--- config.mk ---
export PLATFORM = sky130hd
export DESIGN_NAME = event_list_threshold_zero_suppressor
export DESIGN_NICKNAME = d
export VERILOG_FILES = /design/src/hw/rtl/eltzs_pkg.sv /design/src/hw/rtl/eltzs_front.sv /design/src/hw/rtl/eltzs_cmdq.sv /design/src/hw/rtl/eltzs_back.sv /design/src/hw/rtl/event_list_threshold_zero_suppressor.sv
export SDC_FILE = /design/constraint.sdc
export NUM_CORES = 2
export LEC_CHECK = 0
export ABC_AREA = 1
export BUFFER_PORTS_ARGS = -buffer_cell sky130_fd_sc_hd__buf_2
export CAP_MARGIN = 20
export CELL_PAD_IN_SITES_DETAIL_PLACEMENT = 2
export CELL_PAD_IN_SITES_GLOBAL_PLACEMENT = 2
export CORE_ASPECT_RATIO = 1.25
export CORE_MARGIN = 1
export CORE_UTILIZATION = 35
export DETAILED_ROUTE_END_ITERATION = 10
export PLACE_DENSITY_LB_ADDON = 0.1
export SLEW_MARGIN = 20
export SYNTH_ARGS = -nofsm -noshare
export SYNTH_HDL_FRONTEND = slang
export SYNTH_SLANG_ARGS = --single-unit
--- constraint.sdc ---
create_clock -name clk -period 13.3 [get_ports clk]
set_input_delay 0.665 -clock clk [delete_from_list [all_inputs] [get_ports clk]]
set_output_delay 0.665 -clock clk [all_outputs]
set_load 0.1 [all_outputs]
--- src/hw/rtl/eltzs_pkg.sv ---
package eltzs_pkg;

  // Pre-trigger store
  localparam int PRE_MAX = 16;
  localparam int PRE_AW  = (PRE_MAX > 1) ? $clog2(PRE_MAX) : 1;
  localparam int PRE_FW  = $clog2(PRE_MAX + 1);

  // Field widths
  localparam int WORD_W          = 32;
  localparam int IDX_W           = 31;
  localparam int TS_W            = 24;
  localparam int LEN_W           = 8;
  localparam int OFFSET_W        = 8;
  localparam int RATIO_W         = 24;
  localparam int RATIO_FRAC_BITS = 16;
  localparam int PRE_CNT_W       = 5;
  localparam int POST_CNT_W      = 16;

  localparam logic [IDX_W-1:0]  IDX_MAX  = '1;
  localparam logic [WORD_W-1:0] ONE_BITS = 32'h3F80_0000;

  // Configuration register indexes
  localparam int CFG_IDX_W = 2;
  localparam logic [CFG_IDX_W-1:0] REG_RATIO      = 2'd0;
  localparam logic [CFG_IDX_W-1:0] REG_THRESHOLD  = 2'd1;
  localparam logic [CFG_IDX_W-1:0] REG_PRE_COUNT  = 2'd2;
  localparam logic [CFG_IDX_W-1:0] REG_POST_COUNT = 2'd3;

  localparam logic [RATIO_W-1:0] RATIO_RESET = 24'h01_0000;

  // Command queue between front and back
  localparam int CMDQ_DEPTH = 4;
  localparam int CMDQ_AW    = $clog2(CMDQ_DEPTH);
  localparam int CMDQ_CW    = $clog2(CMDQ_DEPTH + 1);

  // Result queue at the output
  localparam int OUTQ_DEPTH = 4;
  localparam int OUTQ_AW    = $clog2(OUTQ_DEPTH);
  localparam int OUTQ_CW    = $clog2(OUTQ_DEPTH + 1);

  typedef logic [1:0] cmd_op_t;
  localparam cmd_op_t CMD_CLEAR = 2'd0;  // drop pre-trigger content
  localparam cmd_op_t CMD_PUSH  = 2'd1;  // store a below-threshold sample
  localparam cmd_op_t CMD_EMIT  = 2'd2;  // emit one point, last of its word
  localparam cmd_op_t CMD_TRIG  = 2'd3;  // flush pre-trigger store, then emit

  typedef struct packed {
    cmd_op_t           op;
    logic [IDX_W-1:0]  idx;
    logic [WORD_W-1:0] val;
  } cmd_t;

  typedef struct packed {
    logic [IDX_W-1:0]  idx;
    logic [WORD_W-1:0] val;
    logic              last;
  } res_t;

  typedef struct packed {
    logic hdr_wait;
    logic scaling;
  } front_stat_t;

  typedef struct packed {
    logic              flushing;
    logic [PRE_FW-1:0] fill;
  } back_stat_t;

endpackage

--- src/hw/rtl/eltzs_front.sv ---
module eltzs_front (
  input  logic                                 clk,
  input  logic                                 rst_n,
  input  logic                                 push,
  input  logic [eltzs_pkg::WORD_W-1:0]         event_word,
  output logic                                 full,
  input  logic [eltzs_pkg::RATIO_W-1:0]        ratio,
  input  logic [eltzs_pkg::WORD_W-1:0]         threshold,
  input  logic [eltzs_pkg::PRE_FW-1:0]         keep,
  input  logic [eltzs_pkg::POST_CNT_W-1:0]     post_count,
  output eltzs_pkg::cmd_t                      cmd,
  output logic                                 cmd_push,
  input  logic                                 cmdq_full,
  output eltzs_pkg::front_stat_t               stat
);
  import eltzs_pkg::*;

  localparam int PROD_W  = TS_W + RATIO_W;
  localparam int SHIFT_W = PROD_W + 1 - RATIO_FRAC_BITS;
  localparam logic [PROD_W:0] ROUND_HALF = (PROD_W+1)'(1) << (RATIO_FRAC_BITS - 1);

  localparam logic F_RUN   = 1'b0;
  localparam logic F_SCALE = 1'b1;

  logic                  state_r, state_nxt;
  logic [LEN_W-1:0]      remaining_r, remaining_nxt;
  logic [IDX_W-1:0]      base_r, base_nxt;
  logic [OFFSET_W-1:0]   offset_r, offset_nxt;
  logic                  peak_r, peak_nxt;
  logic [POST_CNT_W-1:0] post_r, post_nxt;
  logic [PROD_W-1:0]     prod_r;
  logic [LEN_W-1:0]      len_r;

  logic                  accept;
  logic                  hdr_accept;
  logic [PROD_W:0]       rnd_sum;
  logic [SHIFT_W-1:0]    shifted;
  logic [IDX_W-1:0]      scaled;
  logic [IDX_W:0]        idx_sum;
  logic [IDX_W-1:0]      samp_idx;
  logic                  nan;
  logic                  lt;
  logic                  ge;

  function automatic logic f32_is_nan(input logic [WORD_W-1:0] b);
    f32_is_nan = b[WORD_W-2:0] > 31'h7F80_0000;
  endfunction

  // Map IEEE bits onto an unsigned key that sorts like the float values.
  function automatic logic [WORD_W-1:0] order_key(input logic [WORD_W-1:0] b);
    logic [WORD_W-1:0] mag;
    mag = {1'b0, b[WORD_W-2:0]};
    order_key = b[WORD_W-1] ? (32'h8000_0000 - mag) : (32'h8000_0000 + mag);
  endfunction

  assign full       = (state_r == F_SCALE) || cmdq_full;
  assign accept     = push && !full;
  assign hdr_accept = accept && (remaining_r == '0);

  assign stat.hdr_wait = (state_r == F_RUN) && (remaining_r == '0);
  assign stat.scaling  = (state_r == F_SCALE);

  // Round half up, then saturate to the index range.
  assign rnd_sum = {1'b0, prod_r} + ROUND_HALF;
  assign shifted = rnd_sum[PROD_W:RATIO_FRAC_BITS];
  assign scaled  = (shifted > SHIFT_W'(IDX_MAX)) ? IDX_MAX : shifted[IDX_W-1:0];

  assign idx_sum  = {1'b0, base_r} + (IDX_W+1)'(offset_r);
  assign samp_idx = idx_sum[IDX_W] ? IDX_MAX : idx_sum[IDX_W-1:0];

  assign nan = f32_is_nan(event_word) || f32_is_nan(threshold);
  assign lt  = !nan && (order_key(event_word) <  order_key(threshold));
  assign ge  = !nan && (order_key(event_word) >= order_key(threshold));

  always_comb begin
    state_nxt     = state_r;
    remaining_nxt = remaining_r;
    base_nxt      = base_r;
    offset_nxt    = offset_r;
    peak_nxt      = peak_r;
    post_nxt      = post_r;
    cmd_push      = 1'b0;
    cmd           = '{op: CMD_EMIT, idx: samp_idx, val: event_word};
    unique case (state_r)
      F_RUN: begin
        if (accept) begin
          if (remaining_r == '0) begin
            state_nxt = F_SCALE;
          end else begin
            offset_nxt    = offset_r + OFFSET_W'(1);
            remaining_nxt = remaining_r - LEN_W'(1);
            if (lt && !peak_r && (keep != '0)) begin
              cmd_push = 1'b1;
              cmd.op   = CMD_PUSH;
            end
            if (ge) begin
              cmd_push = 1'b1;
              if (!peak_r) begin
                peak_nxt = 1'b1;
                cmd.op   = (keep != '0) ? CMD_TRIG : CMD_EMIT;
              end
            end
            if (lt && peak_r) begin
              if (post_r < post_count) begin
                cmd_push = 1'b1;
                post_nxt = post_r + POST_CNT_W'(1);
              end else begin
                peak_nxt = 1'b0;
                post_nxt = '0;
              end
            end
          end
        end
      end
      F_SCALE: begin
        if (!cmdq_full) begin
          cmd_push  = 1'b1;
          cmd.idx   = scaled;
          state_nxt = F_RUN;
          if (len_r == '0) begin
            cmd.op  = CMD_EMIT;
            cmd.val = ONE_BITS;
          end else begin
            cmd.op        = CMD_CLEAR;
            base_nxt      = scaled;
            remaining_nxt = len_r;
            offset_nxt    = '0;
            post_nxt      = '0;
            peak_nxt      = 1'b0;
          end
        end
      end
      default: begin
        state_nxt = F_RUN;
      end
    endcase
  end

  always_ff @(posedge clk) begin
    if (!rst_n) begin
      state_r     <= F_RUN;
      remaining_r <= '0;
      base_r      <= '0;
      offset_r    <= '0;
      peak_r      <= 1'b0;
      post_r      <= '0;
    end else begin
      state_r     <= state_nxt;
      remaining_r <= remaining_nxt;
      base_r      <= base_nxt;
      offset_r    <= offset_nxt;
      peak_r      <= peak_nxt;
      post_r      <= post_nxt;
    end
  end

  always_ff @(posedge clk) begin
    if (hdr_accept) begin
      prod_r <= PROD_W'(event_word[TS_W-1:0]) * PROD_W'(ratio);
      len_r  <= event_word[WORD_W-1:TS_W];
    end
  end

endmodule

--- src/hw/rtl/eltzs_cmdq.sv ---
module eltzs_cmdq (
  input  logic            clk,
  input  logic            rst_n,
  input  logic            wr_en,
  input  eltzs_pkg::cmd_t wr_data,
  output logic            full,
  input  logic            rd_en,
  output eltzs_pkg::cmd_t rd_data,
  output logic            empty
);
  import eltzs_pkg::*;

  cmd_t               slot_r [CMDQ_DEPTH];
  logic [CMDQ_AW-1:0] wr_ptr_r, rd_ptr_r;
  logic [CMDQ_CW-1:0] count_r;
  logic               do_wr;
  logic               do_rd;

  assign full    = (count_r == CMDQ_CW'(CMDQ_DEPTH));
  assign empty   = (count_r == '0);
  assign do_wr   = wr_en && !full;
  assign do_rd   = rd_en && !empty;
  assign rd_data = slot_r[rd_ptr_r];

  always_ff @(posedge clk) begin
    if (!rst_n) begin
      wr_ptr_r <= '0;
      rd_ptr_r <= '0;
      count_r  <= '0;
    end else begin
      if (do_wr) begin
        wr_ptr_r <= (wr_ptr_r == CMDQ_AW'(CMDQ_DEPTH - 1)) ? '0 : wr_ptr_r + CMDQ_AW'(1);
      end
      if (do_rd) begin
        rd_ptr_r <= (rd_ptr_r == CMDQ_AW'(CMDQ_DEPTH - 1)) ? '0 : rd_ptr_r + CMDQ_AW'(1);
      end
      if (do_wr && !do_rd) begin
        count_r <= count_r + CMDQ_CW'(1);
      end else if (do_rd && !do_wr) begin
        count_r <= count_r - CMDQ_CW'(1);
      end
    end
  end

  always_ff @(posedge clk) begin
    if (do_wr) begin
      slot_r[wr_ptr_r] <= wr_data;
    end
  end

endmodule

--- src/hw/rtl/eltzs_back.sv ---
module eltzs_back (
  input  logic                         clk,
  input  logic                         rst_n,
  input  eltzs_pkg::cmd_t              cmd,
  input  logic                         cmd_empty,
  output logic                         cmd_pop,
  input  logic [eltzs_pkg::PRE_FW-1:0] keep,
  output eltzs_pkg::res_t              res,
  output logic                         res_empty,
  input  logic                         res_pop,
  output eltzs_pkg::back_stat_t        stat
);
  import eltzs_pkg::*;

  localparam logic B_IDLE  = 1'b0;
  localparam logic B_FLUSH = 1'b1;

  logic              state_r, state_nxt;
  logic [PRE_FW-1:0] fill_r, fill_nxt;
  logic [PRE_AW-1:0] head_r, head_nxt;
  logic [IDX_W-1:0]  pre_idx_r [PRE_MAX];
  logic [WORD_W-1:0] pre_val_r [PRE_MAX];
  logic [IDX_W-1:0]  trig_idx_r;
  logic [WORD_W-1:0] trig_val_r;

  res_t               oq_r [OUTQ_DEPTH];
  logic [OUTQ_AW-1:0] oq_wr_r, oq_rd_r;
  logic [OUTQ_CW-1:0] oq_cnt_r;
  logic               oq_room;
  logic               oq_wr;
  logic               oq_rd;
  res_t               oq_data;

  logic              pre_we;
  logic [PRE_AW-1:0] pre_pos;
  logic [PRE_FW-1:0] kept;
  logic [PRE_FW-1:0] drop;
  logic              trig_take;

  function automatic logic [PRE_AW-1:0] ring_add(input logic [PRE_AW-1:0] a,
                                                 input logic [PRE_FW-1:0] b);
    logic [PRE_FW:0] s;
    s = (PRE_FW+1)'(a) + (PRE_FW+1)'(b);
    if (s >= (PRE_FW+1)'(PRE_MAX)) begin
      s = s - (PRE_FW+1)'(PRE_MAX);
    end
    ring_add = s[PRE_AW-1:0];
  endfunction

  assign oq_room   = (oq_cnt_r != OUTQ_CW'(OUTQ_DEPTH));
  assign res_empty = (oq_cnt_r == '0);
  assign oq_rd     = res_pop && !res_empty;
  assign res       = oq_r[oq_rd_r];

  assign stat.flushing = (state_r == B_FLUSH);
  assign stat.fill     = fill_r;

  // Drop the oldest entries until one slot below the keep depth is left.
  assign kept    = (fill_r < keep) ? fill_r : keep - PRE_FW'(1);
  assign drop    = fill_r - kept;
  assign pre_pos = ring_add(head_r, fill_r);

  always_comb begin
    state_nxt = state_r;
    fill_nxt  = fill_r;
    head_nxt  = head_r;
    cmd_pop   = 1'b0;
    pre_we    = 1'b0;
    trig_take = 1'b0;
    oq_wr     = 1'b0;
    oq_data   = '{idx: cmd.idx, val: cmd.val, last: 1'b1};
    unique case (state_r)
      B_IDLE: begin
        if (!cmd_empty) begin
          unique case (cmd.op)
            CMD_CLEAR: begin
              cmd_pop  = 1'b1;
              fill_nxt = '0;
              head_nxt = '0;
            end
            CMD_PUSH: begin
              cmd_pop  = 1'b1;
              pre_we   = 1'b1;
              fill_nxt = kept + PRE_FW'(1);
              head_nxt = ring_add(head_r, drop);
            end
            CMD_EMIT: begin
              if (oq_room) begin
                cmd_pop = 1'b1;
                oq_wr   = 1'b1;
              end
            end
            CMD_TRIG: begin
              cmd_pop   = 1'b1;
              trig_take = 1'b1;
              state_nxt = B_FLUSH;
            end
            default: ;
          endcase
        end
      end
      B_FLUSH: begin
        if (oq_room) begin
          oq_wr = 1'b1;
          if (fill_r != '0) begin
            oq_data  = '{idx: pre_idx_r[head_r], val: pre_val_r[head_r], last: 1'b0};
            head_nxt = ring_add(head_r, PRE_FW'(1));
            fill_nxt = fill_r - PRE_FW'(1);
          end else begin
            oq_data   = '{idx: trig_idx_r, val: trig_val_r, last: 1'b1};
            head_nxt  = '0;
            state_nxt = B_IDLE;
          end
        end
      end
      default: begin
        state_nxt = B_IDLE;
      end
    endcase
  end

  always_ff @(posedge clk) begin
    if (!rst_n) begin
      state_r  <= B_IDLE;
      fill_r   <= '0;
      head_r   <= '0;
      oq_wr_r  <= '0;
      oq_rd_r  <= '0;
      oq_cnt_r <= '0;
    end else begin
      state_r <= state_nxt;
      fill_r  <= fill_nxt;
      head_r  <= head_nxt;
      if (oq_wr) begin
        oq_wr_r <= (oq_wr_r == OUTQ_AW'(OUTQ_DEPTH - 1)) ? '0 : oq_wr_r + OUTQ_AW'(1);
      end
      if (oq_rd) begin
        oq_rd_r <= (oq_rd_r == OUTQ_AW'(OUTQ_DEPTH - 1)) ? '0 : oq_rd_r + OUTQ_AW'(1);
      end
      if (oq_wr && !oq_rd) begin
        oq_cnt_r <= oq_cnt_r + OUTQ_CW'(1);
      end else if (oq_rd && !oq_wr) begin
        oq_cnt_r <= oq_cnt_r - OUTQ_CW'(1);
      end
    end
  end

  always_ff @(posedge clk) begin
    if (pre_we) begin
      pre_idx_r[pre_pos] <= cmd.idx;
      pre_val_r[pre_pos] <= cmd.val;
    end
    if (trig_take) begin
      trig_idx_r <= cmd.idx;
      trig_val_r <= cmd.val;
    end
    if (oq_wr) begin
      oq_r[oq_wr_r] <= oq_data;
    end
  end

endmodule

--- src/hw/rtl/event_list_threshold_zero_suppressor.sv ---
// Zero suppressor for a digitizer event list with pre- and post-trigger samples.
// Input side is a queue write port: present in_event_word with push; the word
// is taken at a clock edge where push is high and full is low. Result side is a
// queue read port: while empty is low the oldest result sits on out_*; pop takes
// it. out_last_of_run marks the final result caused by one input word.
// Configuration is a plain write port (cfg_wr_en, cfg_index, cfg_data); write it
// only while the block is idle.
// Throughput: one sample word per cycle while the command queue has room; a header
// word blocks the input while its timestamp is scaled (the multiply is registered
// before rounding). A threshold crossing with pre-trigger content produces fill + 1
// results, drained by the back end at one result per cycle while the result queue
// has room; the four-deep command queue keeps taking input meanwhile. A result
// passes the command queue, then the result queue. A crossing with a pre-trigger
// depth set first enters the flush, then emits the stored points, oldest first.
// Reset (rst_n low, synchronous) empties both queues, expects a header next and
// restores the register defaults (ratio 1.0, threshold 0, no pre/post samples).
// A stalled receiver fills the result queue, then the command queue, and full
// rises; nothing is dropped.
module event_list_threshold_zero_suppressor (
  input  logic                            clk,
  input  logic                            rst_n,
  input  logic                            push,
  output logic                            full,
  input  logic [eltzs_pkg::WORD_W-1:0]    in_event_word,
  output logic                            empty,
  input  logic                            pop,
  output logic [eltzs_pkg::IDX_W-1:0]     out_sample_index,
  output logic [eltzs_pkg::WORD_W-1:0]    out_value_bits,
  output logic                            out_last_of_run,
  input  logic                            cfg_wr_en,
  input  logic [eltzs_pkg::CFG_IDX_W-1:0] cfg_index,
  input  logic [eltzs_pkg::WORD_W-1:0]    cfg_data
);
  import eltzs_pkg::*;

  // Configuration registers
  logic [RATIO_W-1:0]    ratio_r;
  logic [WORD_W-1:0]     threshold_r;
  logic [PRE_CNT_W-1:0]  pre_count_r;
  logic [POST_CNT_W-1:0] post_count_r;
  logic [PRE_FW-1:0]     keep;

  cmd_t        fe_cmd;
  logic        fe_cmd_push;
  cmd_t        cq_cmd;
  logic        cq_full;
  logic        cq_empty;
  logic        be_cmd_pop;
  res_t        be_res;
  front_stat_t fe_stat;
  back_stat_t  be_stat;

  always_ff @(posedge clk) begin
    if (!rst_n) begin
      ratio_r      <= RATIO_RESET;
      threshold_r  <= '0;
      pre_count_r  <= '0;
      post_count_r <= '0;
    end else if (cfg_wr_en) begin
      unique case (cfg_index)
        REG_RATIO:      ratio_r      <= cfg_data[RATIO_W-1:0];
        REG_THRESHOLD:  threshold_r  <= cfg_data;
        REG_PRE_COUNT:  pre_count_r  <= cfg_data[PRE_CNT_W-1:0];
        REG_POST_COUNT: post_count_r <= cfg_data[POST_CNT_W-1:0];
        default: ;
      endcase
    end
  end

  // Clamp the pre-trigger depth to the store size.
  assign keep = (pre_count_r > PRE_CNT_W'(PRE_MAX)) ? PRE_FW'(PRE_MAX) : PRE_FW'(pre_count_r);

  // Front: parse headers, scale timestamps, gate samples, issue commands.
  eltzs_front u_front (
    .clk        (clk),
    .rst_n      (rst_n),
    .push       (push),
    .event_word (in_event_word),
    .full       (full),
    .ratio      (ratio_r),
    .threshold  (threshold_r),
    .keep       (keep),
    .post_count (post_count_r),
    .cmd        (fe_cmd),
    .cmd_push   (fe_cmd_push),
    .cmdq_full  (cq_full),
    .stat       (fe_stat)
  );

  // Hold commands so a flush burst does not stall the input.
  eltzs_cmdq u_cmdq (
    .clk     (clk),
    .rst_n   (rst_n),
    .wr_en   (fe_cmd_push),
    .wr_data (fe_cmd),
    .full    (cq_full),
    .rd_en   (be_cmd_pop),
    .rd_data (cq_cmd),
    .empty   (cq_empty)
  );

  // Back: own the pre-trigger store, flush it on a crossing, queue results.
  eltzs_back u_back (
    .clk       (clk),
    .rst_n     (rst_n),
    .cmd       (cq_cmd),
    .cmd_empty (cq_empty),
    .cmd_pop   (be_cmd_pop),
    .keep      (keep),
    .res       (be_res),
    .res_empty (empty),
    .res_pop   (pop),
    .stat      (be_stat)
  );

  assign out_sample_index = be_res.idx;
  assign out_value_bits   = be_res.val;
  assign out_last_of_run  = be_res.last;

  // An accepted header raises full once the front starts scaling it.
  a_hdr_blocks: assert property (@(posedge clk) disable iff (!rst_n)
    push && !full && fe_stat.hdr_wait |=> full)
    else $error("input not blocked while scaling a header");

  // Hold the input off for as long as the front scales a timestamp.
  a_scale_blocks: assert property (@(posedge clk) disable iff (!rst_n)
    fe_stat.scaling |-> full)
    else $error("input open while scaling a header");

  // A flush only drains the pre-trigger store.
  a_flush_drains: assert property (@(posedge clk) disable iff (!rst_n)
    be_stat.flushing |=> be_stat.fill <= $past(be_stat.fill))
    else $error("pre-trigger fill grew during a flush");

  a_fill_bound: assert property (@(posedge clk) disable iff (!rst_n)
    be_stat.fill <= PRE_FW'(PRE_MAX))
    else $error("pre-trigger fill exceeds store depth");

  // Reset leaves no stale results.
  a_reset_empty: assert property (@(posedge clk) !rst_n |=> empty)
    else $error("result queue not empty after reset");

endmodule

==> impl_metrics.csv <==
group,metric,value,unit
outcome,outcome,"finished clean",
power,clkPwrFrac,23.1,%
global_routing,overflow,0,
sta,max_freq,0.135,GHz
floorplanning,dieHeight,584,um
worst_setup_path,crit_path_frequent_cell,"fa_1",
power,seq_power_share,36.4,%
placement,placed_cells,12286,
power,power.share.switching,42.7,%
floorplanning,rows,213,
clock_tree,cts_inserted_buffers,196,
logic_synthesis,netlist.area_leader.share,51.6,%
sta,rsz0062_at_grt,"false",
logic_synthesis,yosysWarnings,0,
logic_synthesis,ys_top_cells_by_area,"edfxtp_1 (52%), fa_1 (10%), o21ai_0 (5.1%)",
placement,gp_congestion,0.811,
logic_synthesis,synth-seq-cells,1802,
sta,period_share,55.7,%
clock_tree,cts_tree,"done",
final_layout,multi_input_area,36200,sq um
floorplanning,die-area,273000,sq um
floorplanning,die_w,467,um
floorplanning,core_area,269000,sq um
power,p_leak,41.4,nW
routing,wl_met3,9530,um
final_layout,stdcell_area,106000,sq um
final_layout,final_core_util,39.3,%
placement,dp_hpwl,223000,um
final_layout,area_growth,11.5,%
worst_setup_path,r2r_cells,21,
worst_setup_path,cp-startpoint,"ratio_r[16]",
clock_tree,clkTransAtPathRegs,0.06,ns
routing,met2_length,183000,um
sta,hold_violations,0,
worst_setup_path,critical_path_buf_inv_count,3,
power,design_power_total,23.0,mW
routing,num_vias,67733,
worst_setup_path,worst-path-stages,21,
logic_synthesis,synth_flop_cell,"edfxtp_1",
routing,routed_wl,342000,um
power,intPower,13.2,mW
final_layout,fillers,28279,
logic_synthesis,yosysTopAreaCell,"edfxtp_1",
sta,skew,0.118,ns
logic_synthesis,synth_sequential_area_ratio,55.3,%
floorplanning,io-pin-count,137,
logic_synthesis,synth_cell_type_count,66,
worst_setup_path,cpPeakStageDelay,0.88,ns
clock_tree,clockRootBuffer,"clkbuf_16",
logic_synthesis,syn_avg_cell_area,10.6,sq um
logic_synthesis,synth.net_count,9757,
logic_synthesis,yosysMostFrequentCell,"edfxtp_1",
sta,fin_tns_setup,0,ns
worst_setup_path,cp_max_fo,25,
worst_setup_path,critPathSlowestCell,"dfxtp_2",
worst_hold_path,hold_path.class,"primary input to flop",
logic_synthesis,syn_area,94800,sq um
power,ir_drop,127,uV
global_routing,grt_pass1_vias,76757,
worst_setup_path,worstReg2RegEnd,"u_front.prod_r[45]",
logic_synthesis,synthTopCellsByCount,"edfxtp_1 (1,628), nand2_1 (1,220), inv_1 (1,138)",
power,switchingPower,9.83,mW
final_layout,drive_above_1_share,8.45,%
worst_setup_path,arrival,7.96,ns
worst_setup_path,end_kind,"flop",
routing,wl_per_cell,27.1,um
worst_setup_path,worstSetupStartpointType,"flop",
worst_setup_path,rrSetupSlack,5.89,ns
floorplanning,start_util,35.2,%
worst_setup_path,crit_family,"adder cells",
worst_setup_path,path_cells,"nand2_1 -> fa_1 -> fa_1 -> fa_1 -> fa_1 -> inv_1 -> fa_1 -> fa_1 -> inv_1 -> fa_1 -> inv_1 -> ha_1 -> a21o_1 -> a21oi_1 -> nor2_1 -> nor2_1 -> nor2_1 -> a311oi_1 -> nand3_1 -> nand2_1 -> nand2_1",
logic_synthesis,synthCells,8938,
logic_synthesis,synth-edff-count,1628,
clock_tree,cts_num_sinks,1802,
routing,viasPerCell,5.36,
placement,placed_cell_area,99500,sq um
final_layout,nets,9763,
clock_tree,cts_max_path_buffers,4,
routing,top_layer,"met4",
sta,slew_headroom,24.1,%
global_routing,grt.total_usage,25.1,%
placement,portBuffers,136,
sta,drv_slew,0,
routing,wl_met1,136000,um
global_routing,grt_pass1_wl,507000,um
worst_setup_path,reg2reg_from,"ratio_r[16]",
sta,finalSetupViolations,0,
worst_setup_path,crit_type,"flop to flop",
global_routing,antenna_found_initial,4,
clock_tree,clk_latency,0.88,ns
sta,max_slew.worst_pin.slew,1.14,ns
final_layout,stdcell_count,12643,
power,pwr_density_cell,218,nW/um^2
clock_tree,cts-htree-levels,4,
routing,antenna_left,0,
final_layout,ff_latch_area,52400,sq um
routing,drtIter0Drc,3658,
global_routing,grt_max_degree,129,
job,maxCapViolCount,0,
logic_synthesis,synthArstFlopShare,0,%
routing,drc,0,
power,power.share.combinational,40.4,%
sta,timing.final.crit_period,7.41,ns
worst_setup_path,endpoint,"u_front.prod_r[45]",
worst_setup_path,crit_required,13.85,ns
routing,first_pass_iters,5,
==> sequential cells by signal, indices dropped and copies added, names as in the netlist, 3 cells and up, named ones only <==
signal	count
u_back.pre_val_r	512
u_back.pre_idx_r	496
post_count_r	16
u_back.head_r	4
u_back.trig_val_r	32
ratio_r	24
u_front.post_r	16
u_front.prod_r	33
u_front.base_r	31
pre_count_r	5
u_front.len_r	8
u_back.oq_r	256
u_cmdq.count_r	3
threshold_r	32
u_front.offset_r	8
u_front.remaining_r	8
u_back.fill_r	5
u_cmdq.slot_r	260
u_back.oq_cnt_r	3
u_back.trig_idx_r	31
==> power by group through the flow <==
| stage | Sequential, mW | Combinational, mW | Clock (mW) |
|---|---|---|---|
| 3_5_place_dp | 8.51 | 9.40 | 0 |
| 6_report | 8.38 | 9.30 | 5.32 |
| 4_1_cts | 8.39 | 9.45 | 5.44 |
| 2_1_floorplan | 8.37 | 5.69 | 0 |
| 5_1_grt | 8.45 | 10.1 | 5.62 |
| 3_3_place_gp | 8.46 | 9.13 | 0 |
==> final cells by class <==
cell class | instances | area share, %
flip-flops and latches | 1802 | 49.6
multi-input cells | 5450 | 34.3
clock buffers | 251 | 4.98
well taps | 3547 | 4.20
inverters | 1172 | 4.19
repair buffers | 322 | 1.98
clock inverters | 96 | 0.770
diodes | 3 | 0.00710
==> metrics by stage <==
step	setup WS, ns	hold WS (ns)
6_report	5.89	0.0763
5_1_grt	5.55	0.0697
4_1_cts	5.84	0.00968
3_5_place_dp	5.45	0.458
3_3_place_gp	5.42	0.447
2_1_floorplan	4.93	0.424
==> worst min path at each step <==
stage                                  to             from  cells after the start
after global routing          ratio_r[19]     cfg_data[19]                      3
after floorplan           post_count_r[0]  post_count_r[0]                      2
after detailed placement  post_count_r[0]  post_count_r[0]                      2
after global placement    post_count_r[0]  post_count_r[0]                      2
final                         ratio_r[19]     cfg_data[19]                      3
after CTS                     ratio_r[19]     cfg_data[19]                      3
==> cells in the final DEF, fill, tap and decap left out, types with 8 or more instances in the layout <==
cell type	instances
clkbuf_16	201
buf_2	135
o21ai_0	959
or2_2	13
clkbuf_1	45
nand4_1	41
nor3_1	62
a21o_1	8
o22ai_1	211
a31oi_1	12
bufinv_16	13
edfxtp_1	1628
nor4_1	15
nand2_2	17
a21oi_1	195
xnor2_1	23
nor2_2	16
fa_1	487
dfxtp_2	10
buf_4	180
dfxtp_1	157
o22ai_2	8
o21ai_1	24
nor2_1	1097
nor3_2	14
clkinv_1	46
ha_1	261
inv_1	1135
o211ai_1	73
clkinv_2	32
nor2_4	24
nand2_1	1220
o221ai_1	176
xor2_1	126
a21oi_2	22
inv_2	25
nand3_1	261
==> logic make-up after synthesis <==
family	synth area share [%]
AO/OA/AOI/OAI	10.7
XOR/XNOR	1.38
adder cells (fa/ha/maj)	13.7
buffers and inverters	6.82
flip-flops	55.3
AND/OR/NAND/NOR	12.1
==> metal layers <==
layer / vias up / GRT usage, %
li1: 30209 / -
met1: 35892 / 29.0
met2: 1098 / 47.3
met3: 534 / 2.38
met4: 0 / 9.36
met5: - / 0
==> timing repair <==
action / in CTS / in global routing
hold endpoints to repair: 7 / 0
hold buffers: 7 / 0
setup buffers: 0 / 0
gates resized for setup: 0 / 0
==> worst min-delay path: cells and delay by family <==
| kind | cells | cell delay [ns] |
|---|---|---|
| simple gates | 1 | 0.08 |
| compound gates | 1 | 0.08 |
| buf+inv | 1 | 0.09 |
Note: power is estimated with default switching activity, not from simulation.
